File: src/rtl/temperature_average_display_macros.svh
// Assertion helpers for the averaging display block
`ifndef TEMPERATURE_AVERAGE_DISPLAY_MACROS_SVH
`define TEMPERATURE_AVERAGE_DISPLAY_MACROS_SVH

// plain invariant, checked every clock out of reset
`define TAD_ASSERT(lbl, expr, msg) \
  lbl: assert property (@(posedge clk) disable iff (!rst_n) (expr)) else $error(msg);

// same-cycle implication
`define TAD_ASSERT_IMP(lbl, ante, cons, msg) \
  lbl: assert property (@(posedge clk) disable iff (!rst_n) (ante) |-> (cons)) else $error(msg);

`endif

File: src/rtl/tad_pkg.sv
package tad_pkg;

  localparam int ADC_W     = 10;
  localparam int REF_W     = 13;
  localparam int REF10_W   = 17;
  localparam int FPS_W     = 8;
  localparam int CFG_IDX_W = 1;
  localparam int CFG_DAT_W = 13;
  localparam int TEMP_W    = 14;
  localparam int SEG_W     = 8;
  localparam int DIG_W     = 4;
  localparam int POS_W     = 2;

  localparam int AVG_DEPTH_DEF = 8;

  localparam int TEMP_MAX   = 9999;
  localparam int ROUND_BIAS = 511;
  localparam int ADC_FULL   = 1023;

  // converted product: adc * vref * 10 + bias
  localparam int PROD_W     = 27;
  localparam int CONV_SHIFT = 27;
  localparam int CONV_RCP_W = 18;
  localparam int CONV_Q_W   = 17;
  localparam logic [CONV_RCP_W-1:0] CONV_RECIP = CONV_RCP_W'((2 ** CONV_SHIFT) / ADC_FULL);

  // decimal digit extraction
  localparam int DIG_SHIFT = 24;
  localparam int DIG_RCP_W = 25;

  localparam logic [SEG_W-1:0] DP_MASK = 8'h80;

  localparam logic [FPS_W-1:0] FPS_RESET   = 8'd250;
  localparam logic [REF10_W-1:0] REF10_RESET = 17'd50000;

  typedef enum logic [CFG_IDX_W-1:0] {
    REG_FRAMES = 1'b0,
    REG_VREF   = 1'b1
  } cfg_reg_t;

  function automatic logic [SEG_W-1:0] seg_code(input logic [3:0] d);
    logic [SEG_W-1:0] s;
    case (d)
      4'd0: s = 8'h3F;
      4'd1: s = 8'h06;
      4'd2: s = 8'h5B;
      4'd3: s = 8'h4F;
      4'd4: s = 8'h66;
      4'd5: s = 8'h6D;
      4'd6: s = 8'h7D;
      4'd7: s = 8'h07;
      4'd8: s = 8'h7F;
      4'd9: s = 8'h6F;
      default: s = '0;
    endcase
    return s;
  endfunction

  // ceil(2^DIG_SHIFT / 10^k); zero past the top digit
  function automatic logic [DIG_RCP_W-1:0] dig_recip(input logic [2:0] k);
    logic [DIG_RCP_W-1:0] m;
    case (k)
      3'd0: m = DIG_RCP_W'(2 ** DIG_SHIFT);
      3'd1: m = DIG_RCP_W'((2 ** DIG_SHIFT + 9) / 10);
      3'd2: m = DIG_RCP_W'((2 ** DIG_SHIFT + 99) / 100);
      3'd3: m = DIG_RCP_W'((2 ** DIG_SHIFT + 999) / 1000);
      default: m = '0;
    endcase
    return m;
  endfunction

endpackage

File: src/rtl/temperature_average_display.sv
// A result passes through registered stages a to h and then the output register o.
// Throughput: one transaction per cycle while out_ready holds; a full stage stalls only when the stage after it stalls.
// The sample ring is a synchronous memory with a registered read, read one stage ahead of write.
// Reset (rst_n low, synchronous) clears counters, sum, average and valids, and returns config to its defaults;
// the ring is not cleared, seeding writes every entry before it is read.
`include "temperature_average_display_macros.svh"

module temperature_average_display #(
  parameter int AvgDepth = tad_pkg::AVG_DEPTH_DEF
) (
  input  logic                          clk,
  input  logic                          rst_n,
  input  logic                          in_valid,
  output logic                          in_ready,
  input  logic [tad_pkg::ADC_W-1:0]     in_adc_sample,
  output logic                          out_valid,
  input  logic                          out_ready,
  output logic [tad_pkg::SEG_W-1:0]     out_segments,
  output logic [tad_pkg::DIG_W-1:0]     out_digit_enable,
  output logic [tad_pkg::TEMP_W-1:0]    out_average_centideg,
  output logic                          out_seeding,
  input  logic                          cfg_valid,
  output logic                          cfg_ready,
  input  logic [tad_pkg::CFG_IDX_W-1:0] cfg_index,
  input  logic [tad_pkg::CFG_DAT_W-1:0] cfg_data
);

  localparam int IdxW  = $clog2(AvgDepth);
  localparam int SeedW = $clog2(AvgDepth + 1);
  localparam int SumW  = $clog2(tad_pkg::TEMP_MAX * AvgDepth + 1);
  localparam logic [SumW-1:0] DepthS   = SumW'(AvgDepth);
  localparam logic [SumW-1:0] AvgRecip = SumW'((2 ** SumW) / AvgDepth);
  localparam logic [SumW-1:0] SumMax   = SumW'(tad_pkg::TEMP_MAX * AvgDepth);

  localparam int TW = tad_pkg::TEMP_W;
  localparam int PW = tad_pkg::PROD_W;
  localparam int QW = tad_pkg::CONV_Q_W;
  localparam int MW = TW + tad_pkg::DIG_RCP_W;

  typedef struct packed {
    logic                          store;
    logic                          sub;
    logic                          upd;
    logic                          seed;
    logic [tad_pkg::POS_W-1:0]     pos;
    logic [IdxW-1:0]               idx;
  } ctl_t;

  // config
  logic [tad_pkg::FPS_W-1:0]   fps_r;
  logic [tad_pkg::REF10_W-1:0] vref10_r;

  // sequencing state
  logic [SeedW-1:0]          seed_cnt_r;
  logic [tad_pkg::FPS_W-1:0] fc_r;
  logic [IdxW-1:0]           idx_r;
  logic [tad_pkg::POS_W-1:0] pos_r;
  logic [SumW-1:0]           sum_r;
  logic [TW-1:0]             avg_r;

  logic [TW-1:0] ring [AvgDepth];
  logic [TW-1:0] ring_rd_r;

  // stage valids
  logic a_v_r, b_v_r, c_v_r, d_v_r, e_v_r, f_v_r, g_v_r, h_v_r, o_v_r;
  logic rdy_a, rdy_b, rdy_c, rdy_d, rdy_e, rdy_f, rdy_g, rdy_h, rdy_o;

  // stage payload
  ctl_t a_ctl_r, b_ctl_r, c_ctl_r, d_ctl_r, e_ctl_r, f_ctl_r, g_ctl_r, h_ctl_r;
  logic [PW-1:0]                          a_x_r, b_x_r, c_x_r;
  logic [PW+tad_pkg::CONV_RCP_W-1:0]      b_prod_r, c_prod_r;
  logic [TW-1:0]                          d_temp_r;
  logic [SumW-1:0]                        e_sum_r, f_sum_r;
  logic [2*SumW-1:0]                      f_prod_r;
  logic [TW-1:0]                          g_avg_r, h_avg_r;
  logic [MW-1:0]                          h_m1_r, h_m2_r;
  logic [tad_pkg::SEG_W-1:0]              o_seg_r;
  logic [tad_pkg::DIG_W-1:0]              o_en_r;
  logic [TW-1:0]                          o_avg_r;
  logic                                   o_seed_r;

  // accept-side decisions
  logic                      accept, seeding, last_seed, push;
  logic [tad_pkg::FPS_W-1:0] fc_inc;
  logic [IdxW-1:0]           idx_nxt;
  ctl_t                      in_ctl;
  logic [PW-1:0]             x_nxt;

  assign cfg_ready = 1'b1;

  assign rdy_o = !o_v_r || out_ready;
  assign rdy_h = !h_v_r || rdy_o;
  assign rdy_g = !g_v_r || rdy_h;
  assign rdy_f = !f_v_r || rdy_g;
  assign rdy_e = !e_v_r || rdy_f;
  assign rdy_d = !d_v_r || rdy_e;
  assign rdy_c = !c_v_r || rdy_d;
  assign rdy_b = !b_v_r || rdy_c;
  assign rdy_a = !a_v_r || rdy_b;
  assign in_ready = rdy_a;
  assign accept   = in_valid && in_ready;

  assign seeding   = seed_cnt_r < SeedW'(AvgDepth);
  assign last_seed = seed_cnt_r == SeedW'(AvgDepth - 1);
  assign fc_inc    = fc_r + 1'b1;
  assign push      = !seeding && (fc_inc >= fps_r);
  assign idx_nxt   = (idx_r == IdxW'(AvgDepth - 1)) ? '0 : idx_r + 1'b1;

  always_comb begin
    in_ctl.store = seeding || push;
    in_ctl.sub   = push;
    in_ctl.upd   = last_seed || push;
    in_ctl.seed  = seeding;
    in_ctl.pos   = pos_r;
    in_ctl.idx   = idx_r;
  end

  assign x_nxt = PW'(in_adc_sample) * PW'(vref10_r) + PW'(tad_pkg::ROUND_BIAS);

  // stage c: finish /1023 with one correction, then clamp
  logic [QW-1:0] c_q0, c_q;
  logic [PW-1:0] c_rem;
  logic [TW-1:0] c_temp;
  always_comb begin
    c_q0  = c_prod_r[tad_pkg::CONV_SHIFT +: QW];
    c_rem = c_x_r - {c_q0, 10'b0} + PW'(c_q0);
    c_q   = (c_rem >= PW'(tad_pkg::ADC_FULL)) ? c_q0 + 1'b1 : c_q0;
    c_temp = (c_q > QW'(tad_pkg::TEMP_MAX)) ? TW'(tad_pkg::TEMP_MAX) : c_q[TW-1:0];
  end

  // stage d: running sum update
  logic            ring_we, ring_re;
  logic [SumW-1:0] sum_nxt;
  assign ring_re = c_v_r && rdy_d && c_ctl_r.sub;
  assign ring_we = d_v_r && rdy_e && d_ctl_r.store;
  assign sum_nxt = sum_r - (d_ctl_r.sub ? SumW'(ring_rd_r) : '0) + SumW'(d_temp_r);

  // stage f: finish /AvgDepth with one correction
  logic [SumW-1:0] f_q0, f_rem, f_q;
  logic [TW-1:0]   avg_new;
  always_comb begin
    f_q0    = f_prod_r[SumW +: SumW];
    f_rem   = f_sum_r - f_q0 * DepthS;
    f_q     = (f_rem >= DepthS) ? f_q0 + 1'b1 : f_q0;
    avg_new = f_q[TW-1:0];
  end

  // stage h: digit select and segment encode
  logic [TW-1:0]             h_q, h_q10;
  logic [3:0]                h_tens, h_dig;
  logic [tad_pkg::SEG_W-1:0] h_seg;
  logic [tad_pkg::DIG_W-1:0] h_en;
  always_comb begin
    h_q    = h_m1_r[tad_pkg::DIG_SHIFT +: TW];
    h_q10  = h_m2_r[tad_pkg::DIG_SHIFT +: TW];
    h_tens = {h_q10[0], 3'b000} + {h_q10[2:0], 1'b0};
    h_dig  = h_q[3:0] - h_tens;
    h_seg  = tad_pkg::seg_code(h_dig);
    h_en   = tad_pkg::DIG_W'(1) << h_ctl_r.pos;
    case (h_ctl_r.pos)
      2'd1: h_seg = h_seg | tad_pkg::DP_MASK;
      2'd3: if (h_dig == 4'd0) h_seg = '0;
      default: ;
    endcase
    if (h_ctl_r.seed) begin
      h_seg = '0;
      h_en  = '0;
    end
  end

  always_ff @(posedge clk) begin
    if (!rst_n) begin
      fps_r      <= tad_pkg::FPS_RESET;
      vref10_r   <= tad_pkg::REF10_RESET;
      seed_cnt_r <= '0;
      fc_r       <= '0;
      idx_r      <= '0;
      pos_r      <= '0;
      sum_r      <= '0;
      avg_r      <= '0;
      a_v_r <= 1'b0; b_v_r <= 1'b0; c_v_r <= 1'b0;
      d_v_r <= 1'b0; e_v_r <= 1'b0; f_v_r <= 1'b0;
      g_v_r <= 1'b0; h_v_r <= 1'b0; o_v_r <= 1'b0;
    end else begin
      if (cfg_valid && cfg_ready) begin
        case (cfg_index)
          tad_pkg::REG_FRAMES: fps_r <= cfg_data[tad_pkg::FPS_W-1:0];
          tad_pkg::REG_VREF:   vref10_r <= tad_pkg::REF10_W'(cfg_data) * tad_pkg::REF10_W'(10);
          default: ;
        endcase
      end
      if (accept) begin
        if (seeding) begin
          seed_cnt_r <= seed_cnt_r + 1'b1;
        end else begin
          fc_r  <= push ? '0 : fc_inc;
          pos_r <= pos_r + 1'b1;
        end
        if (in_ctl.store) idx_r <= idx_nxt;
      end
      if (ring_we) sum_r <= sum_nxt;
      if (f_v_r && rdy_g && f_ctl_r.upd) avg_r <= avg_new;
      if (rdy_a) a_v_r <= in_valid;
      if (rdy_b) b_v_r <= a_v_r;
      if (rdy_c) c_v_r <= b_v_r;
      if (rdy_d) d_v_r <= c_v_r;
      if (rdy_e) e_v_r <= d_v_r;
      if (rdy_f) f_v_r <= e_v_r;
      if (rdy_g) g_v_r <= f_v_r;
      if (rdy_h) h_v_r <= g_v_r;
      if (rdy_o) o_v_r <= h_v_r;
    end
  end

  always_ff @(posedge clk) begin
    if (ring_we) ring[d_ctl_r.idx] <= d_temp_r;
  end

  always_ff @(posedge clk) begin
    if (ring_re) ring_rd_r <= ring[c_ctl_r.idx];
  end

  always_ff @(posedge clk) begin
    if (rdy_a) begin
      a_ctl_r <= in_ctl;
      a_x_r   <= x_nxt;
    end
    if (rdy_b) begin
      b_ctl_r  <= a_ctl_r;
      b_x_r    <= a_x_r;
      b_prod_r <= a_x_r * tad_pkg::CONV_RECIP;
    end
    if (rdy_c) begin
      c_ctl_r  <= b_ctl_r;
      c_x_r    <= b_x_r;
      c_prod_r <= b_prod_r;
    end
    if (rdy_d) begin
      d_ctl_r  <= c_ctl_r;
      d_temp_r <= c_temp;
    end
    if (rdy_e) begin
      e_ctl_r <= d_ctl_r;
      e_sum_r <= sum_nxt;
    end
    if (rdy_f) begin
      f_ctl_r  <= e_ctl_r;
      f_sum_r  <= e_sum_r;
      f_prod_r <= e_sum_r * AvgRecip;
    end
    if (rdy_g) begin
      g_ctl_r <= f_ctl_r;
      g_avg_r <= f_ctl_r.upd ? avg_new : avg_r;
    end
    if (rdy_h) begin
      h_ctl_r <= g_ctl_r;
      h_avg_r <= g_avg_r;
      h_m1_r  <= g_avg_r * tad_pkg::dig_recip({1'b0, g_ctl_r.pos});
      h_m2_r  <= g_avg_r * tad_pkg::dig_recip({1'b0, g_ctl_r.pos} + 3'd1);
    end
    if (rdy_o) begin
      o_seg_r  <= h_seg;
      o_en_r   <= h_en;
      o_avg_r  <= h_avg_r;
      o_seed_r <= h_ctl_r.seed;
    end
  end

  assign out_valid            = o_v_r;
  assign out_segments         = o_seg_r;
  assign out_digit_enable     = o_en_r;
  assign out_average_centideg = o_avg_r;
  assign out_seeding          = o_seed_r;

  `TAD_ASSERT_IMP(a_ring_no_collide, ring_we && ring_re, d_ctl_r.idx != c_ctl_r.idx, "clash")
  `TAD_ASSERT_IMP(a_digit_onehot, out_valid && !out_seeding, $onehot(out_digit_enable), "onehot")
  `TAD_ASSERT(a_sum_bound, sum_r <= SumMax, "running sum above full scale")
  `TAD_ASSERT_IMP(a_avg_bound, out_valid, out_average_centideg <= TW'(tad_pkg::TEMP_MAX), "range")

endmodule
File: config.mk
export PLATFORM = sky130hd
export DESIGN_NAME = temperature_average_display
export DESIGN_NICKNAME = d
export VERILOG_FILES = /design/src/rtl/tad_pkg.sv /design/src/rtl/temperature_average_display.sv
export VERILOG_INCLUDE_DIRS = /design/src /design/src/rtl
export SDC_FILE = /design/constraint.sdc
export NUM_CORES = 2
export LEC_CHECK = 0
export ABC_AREA = 0
export CAP_MARGIN = 20
export CELL_PAD_IN_SITES_DETAIL_PLACEMENT = 0
export CELL_PAD_IN_SITES_GLOBAL_PLACEMENT = 1
export CORE_ASPECT_RATIO = 1.1
export CORE_MARGIN = 3
export CORE_UTILIZATION = 35
export DETAILED_ROUTE_END_ITERATION = 12
export DONT_BUFFER_PORTS = 1
export PLACE_DENSITY_LB_ADDON = 0.1
export SYNTH_ARGS = -nofsm -noshare
export SYNTH_HDL_FRONTEND = slang
export SYNTH_SLANG_ARGS = --single-unit
File: constraint.sdc
create_clock -name clk -period 13.4 [get_ports clk]
set_clock_uncertainty 0.15 [all_clocks]
set_input_delay 2.68 -clock clk [delete_from_list [all_inputs] [get_ports clk]]
set_output_delay 2.68 -clock clk [all_outputs]
set_load 0.03 [all_outputs]
======== Word-level counts from Yosys, hierarchy flattened ========
Memories as Yosys holds them, arrays and structs flattened. A register that Yosys moved wholly into a read port is not among the register bits.
Cells that the tools add are included.
word-level totals
  memory bits (read-only) ................. 112
  memories kept ........................... 2
  RAM bits ................................ 112
  latch bits .............................. 0
  register bits after elaboration ......... 444
  bits of input ports ..................... 29
memories
  name              words  bits a word  rd ports  clocked after memory_dff  write ports  RTL line                           source
  (name not given)  16     7            1         0                         0            tad_pkg.sv:43                      case (d)
  ring              8      14           1         1                         1            temperature_average_display.sv:61  logic [TW-1:0] ring [AvgDepth];
cells by class
  bitwise operators ....................... 2
  order comparisons ....................... 5
  shift-type cells ........................ 1
  multiplexer cells ....................... 14
  equal/unequal tests ..................... 10
  multiply operators ...................... 5
  div/mod/pow operators ................... 0
  reduce and logical (&&, ||, !) cells .... 37
  $add $sub $neg .......................... 15
operators with widths
  kind                    count
  $pmux 25 s4             2
  $mux 25                 2
  $mux 14                 3
  $mul 27x11->37 const B  1
  $mul 14x25->28          1
  $add 27x17->27          1
  $add 27x9->27 const B   1
  $ge 27x10->1 const B    1
  $mul 14x25->27          1
  $sub 27x27->27          1
  $mul 10x16->26          1
  $add 17x1->17 const B   1
  $add 17x14->17          1
  $ge 17x4->1 const B     1
  $gt 17x14->1 const B    1
  $mux 17                 1
  $sub 17x14->17          1
  $sub 17x17->17          1
  $mul 13x3->16 const B   1
  $mux 8                  2
  $pmux 8 s2              1
  $add 14x1->14 const B   1
  $logic_or 1x1->1        11
  $logic_not 1->1         10
  24 further kinds        41

======== Longest topological paths before layout ========
  depth in word-level cells ............... 12
  gate-level depth with buffers ........... 29

======== Worst setup path after synthesis ========
No wires, ideal clock.
  path kind ............................... input-to-reg
  from .................................... in in_adc_sample[9] in the netlist's numbering
  to ...................................... reg a_x_r[26], data pin
  arrival ................................. 8.536 ns
  setup slack ............................. 4.458 ns
  path buffers ............................ 1
  data required time ...................... 12.994 ns
  cell stages on the path ................. 22
  setup time .............................. 0.256 ns
  cell sequence ........................... clkbuf_1 -> nand2_1 -> fa_1 -> fa_1 -> inv_1 -> fa_1 -> fa_1 -> inv_1 -> fa_1 -> inv_1 -> ha_1 -> a211o_1 -> or2_2 -> o22ai_1 -> xnor2_1 -> nand4_1 -> nor3_1 -> nand2_1 -> nor2_1 -> nand4_1 -> or4_1 -> and4_1
between the ends
  cells in the longest elaborated chain, start to end .. 2
RTL lines
  what                  RTL line                            source
  start, declared       temperature_average_display.sv:15   input logic [tad_pkg::ADC_W-1:0] in_adc_sample,
  $mul 10x16->26        temperature_average_display.sv:118  assign x_nxt = PW'(in_adc_sample) * PW'(vref10_r) + PW'(tad_pkg::ROUND_BIAS);
  $add 27x9->27         temperature_average_display.sv:118
  via x_nxt[26]         temperature_average_display.sv:87   logic [PW-1:0] x_nxt;
  end signal, assigned  temperature_average_display.sv:226  a_x_r <= x_nxt;
  end, declared         temperature_average_display.sv:70   logic [PW-1:0] a_x_r, b_x_r, c_x_r;
The timed path passes the listed nets, and every way through them passes these cells.
A chain may end at the register's enable or synchronous reset.

======== Worst setup path in the final report ========
Same ends and word-level chain as after synthesis.

==> impl_metrics.tcl <==
set metrics [dict create \
    status "complete, no violations" \
    p_switching_mw 3.13 \
    max_freq_mhz 118 \
    sequentialPowerShare_pct 29.3 \
    synth_compound_area_share_pct 6.29 \
    syn_nets 4548 \
    cp_max_fo 16 \
    dp.cells 5076 \
    wl_per_cell_um 19.6 \
    hp-class "register to register" \
    clock_sinks 473 \
    internal-power_mw 4.52 \
    drc 0 \
    synth_top_area_share_pct 29.2 \
    drv_slew 0 \
    netlist_instances 3641 \
    switching_share_pct 40.9 \
    grt_overflow_total 0 \
    viasPerCell 4.77 \
    cts-resized-gates 0 \
    cpMostUsedCell "fa_1" \
    yosysTopAreaCell "edfxtp_1" \
    io_buffers 0 \
    setup_tns_ps 0 \
    grt_util_all_layers_pct 17.6 \
    yosys.cell_count.top_type "inv_1" \
    synthTopCellsByArea "edfxtp_1, fa_1, ha_1, inv_1, dfxtp_1" \
    synthMuxAreaShare_pct 2.49 \
    crit_arrival_ps 8750 \
    grt_pass1_wl_um 160000 \
    crit_buf_inv 2 \
    drv_cap 0 \
    synthXorXnorAreaFrac_pct 3.48 \
    startpoint_type "primary input" \
    ys_seq_elements 473 \
    synth_edf_count 392 \
    synth_cell_types 84 \
    drtIter0Drc 1211 \
    p_clk_share_pct 20.9 \
    worst_slew_pin_slew_ps 1020 \
    p_comb_share_pct 49.8 \
    slew_headroom_pct 31.7 \
    synth_top_family_by_area "adder cells" \
    worstSkewPairLatency_ps 650 \
    clockRootBuffer "clkbuf_16" \
    power_density_nw_per_um2 174 \
    holdBufCountCts 0 \
    yosys-top-cells-count "inv_1, fa_1, ha_1" \
    die-area_um2 119000 \
    gp_congestion 0.814 \
    numCtsBuffers 56 \
    wirelength_um 101000 \
    fin_crit_ps 8510 \
    io-pin-count 59 \
    nets 4525 \
    cpPeakStageDelay_ps 550 \
    ys_seq_area_share_pct 33.2 \
    setup_viol 0 \
    synth.avg_cell_area_um2 11.1 \
    fp.dieH_um 362 \
    clockBufferDepth 3 \
    rsz0062_at_grt "no" \
    ys.flop_type "edfxtp_1" \
    grt_pass1_vias 26523 \
    dr.pass1.iters 5 \
    coreArea_um2 114000 \
    area_delta_synth_final_pct 9.19 \
    route.vias.total 24762 \
    antenna_found_initial 4 \
    max-vdd-ir-drop_v 0.000176 \
    drive_above_1_share_pct 5.78 \
    dp_hpwl_um 79800 \
    hold_viol 0 \
    min_period_over_period_pct 63.5 \
    cts_tree "built" \
    grt_max_degree 83 \
    ant_nets 0 \
    clkTransAtPathRegs_ps 70 \
    start_util_pct 35.3 \
    path_class "primary input to register" \
    crit_path_end_kind "register" \
    cellLeakagePower_nw 20.8 \
    htreeDepth 2 \
    critical_path.cell_chain "and2_1 -> fa_1 -> fa_1 -> fa_1 -> fa_1 -> inv_1 -> fa_1 -> inv_1 -> ha_1 -> a21o_1 -> a21o_1 -> and2_1 -> a211oi_1 -> nand4_1 -> nor3_1 -> nand2_1 -> nor2_1 -> nand4_1 -> or4_1 -> and4_1" \
    yosys.area_share.adder_pct 35.9 \
    fin_cells 5187 \
    post_cts_buffers 0 \
    fp.dieW_um 330 \
    yosys.area_share.simple_pct 10.8 \
    core.rowCount 130 \
    crit_family "adder cells" \
    yosysWarnings 0 \
    slowest_stage "fa_1" \
    cp.required_ps 13640 \
    synth_area_um2 40400 \
    synth-async-reset-ratio_pct 0 \
]
==> metrics by stage <==
step / instance area (um^2) / total power [mW] / hold WS [ps] / util [%] / setup WS (ps)
final: 44100 / 7.65 / 258 / 38.5 / 4890
after global routing: 44100 / 8.37 / 265 / 38.5 / 4480
after CTS: 44000 / 7.79 / 261 / 38.5 / 4840
after detailed placement: 42100 / 6.12 / 255 / 36.8 / 4150
after global placement: 42100 / 6.17 / 250 / 36.8 / 4210
after floorplan: 40400 / 5.15 / 250 / - / 4460
==> worst paths after layout <==
path | from | to | slack (ps) | depth (start not counted)
worst max register to register | g_ctl_r[4] | h_m2_r[26] | 5110 | 23
worst min register to register | e_ctl_r[3] | f_ctl_r[3] | 260 | 0
worst min-delay path | e_ctl_r[3] | f_ctl_r[3] | 260 | 0
worst max-delay path | in_adc_sample[9] | a_x_r[26] | 4890 | 20
==> flip-flops by register name, indices dropped and copies added (netlist names), 16 cells and up <==
register	flops
b_x_r	17
b_prod_r	26
vref10_r	16
c_x_r	17
a_x_r	26
c_prod_r	26
sum_r	17
ring	112
==> metal layers <==
layer  global-route usage, %  wire length, um  vias up  part of all wire, %
met5                       0                0        -                    0
met4                    3.60             1920        0                  1.9
li1                        -                -    11867                    -
met1                    24.6            47000    12428                   46
met2                    29.2            48900      364                   48
met3                    2.41             3600      103                  3.5
==> power groups by stage <==
stage	sequential (mW)	clock [mW]	combinational [mW]
3_5_place_dp	2.28	0	3.84
4_1_cts	2.25	1.66	3.88
5_1_grt	2.28	1.71	4.38
6_report	2.24	1.60	3.81
2_1_floorplan	2.13	0	3.01
3_3_place_gp	2.28	0	3.88
==> placed cells by master (no fill, tap or decap), types with 31 or more instances in the layout <==
cell type and count:
a21oi_1 86, ha_1 410, dfxtp_1 81, nand3_1 45, xor2_1 39, clkbuf_16 56
xnor2_1 119, nand2_1 317, o21ai_0 65, inv_1 733, nor3_1 38, fa_1 468
and2_1 156, nand2b_1 31, a21boi_0 46, a21o_1 39, nor2_1 95, nor2b_1 38
edfxtp_1 392
==> cell type report <==
cell class | instances | area, um^2
flip-flops and latches | 473 | 13400
multi-input cells | 2331 | 23900
inverters | 734 | 2760
diodes | 3 | 7.51
fillers | 11269 | 70300
well taps | 1518 | 1900
repair buffers | 22 | 205
clock buffers | 64 | 1430
clock inverters | 42 | 513
==> cells by family after synthesis <==
kind of cell	count (synthesis)
xor+xnor	159
mux	62
other cells	1
flops	473
buf+inv	837
simple gates	855
fa+ha+maj	878
compound gates	376
==> worst reg2reg max path, cell delays in order, from the launching register on <==
cell	delay, ps
edfxtp_1	600
inv_1	220
ha_1	650
nand2_1	450
inv_1	690
fa_1	570
fa_1	510
fa_1	520
inv_1	50
fa_1	470
inv_1	50
fa_1	500
fa_1	490
ha_1	320
a21oi_1	130
nor2b_1	60
o21ai_0	140
nand2b_1	70
a21oi_1	200
o31a_1	170
a31oi_1	90
a211o_1	380
a21oi_1	290
xnor2_1	280
No activity file was read; power rests on OpenSTA's default activity.
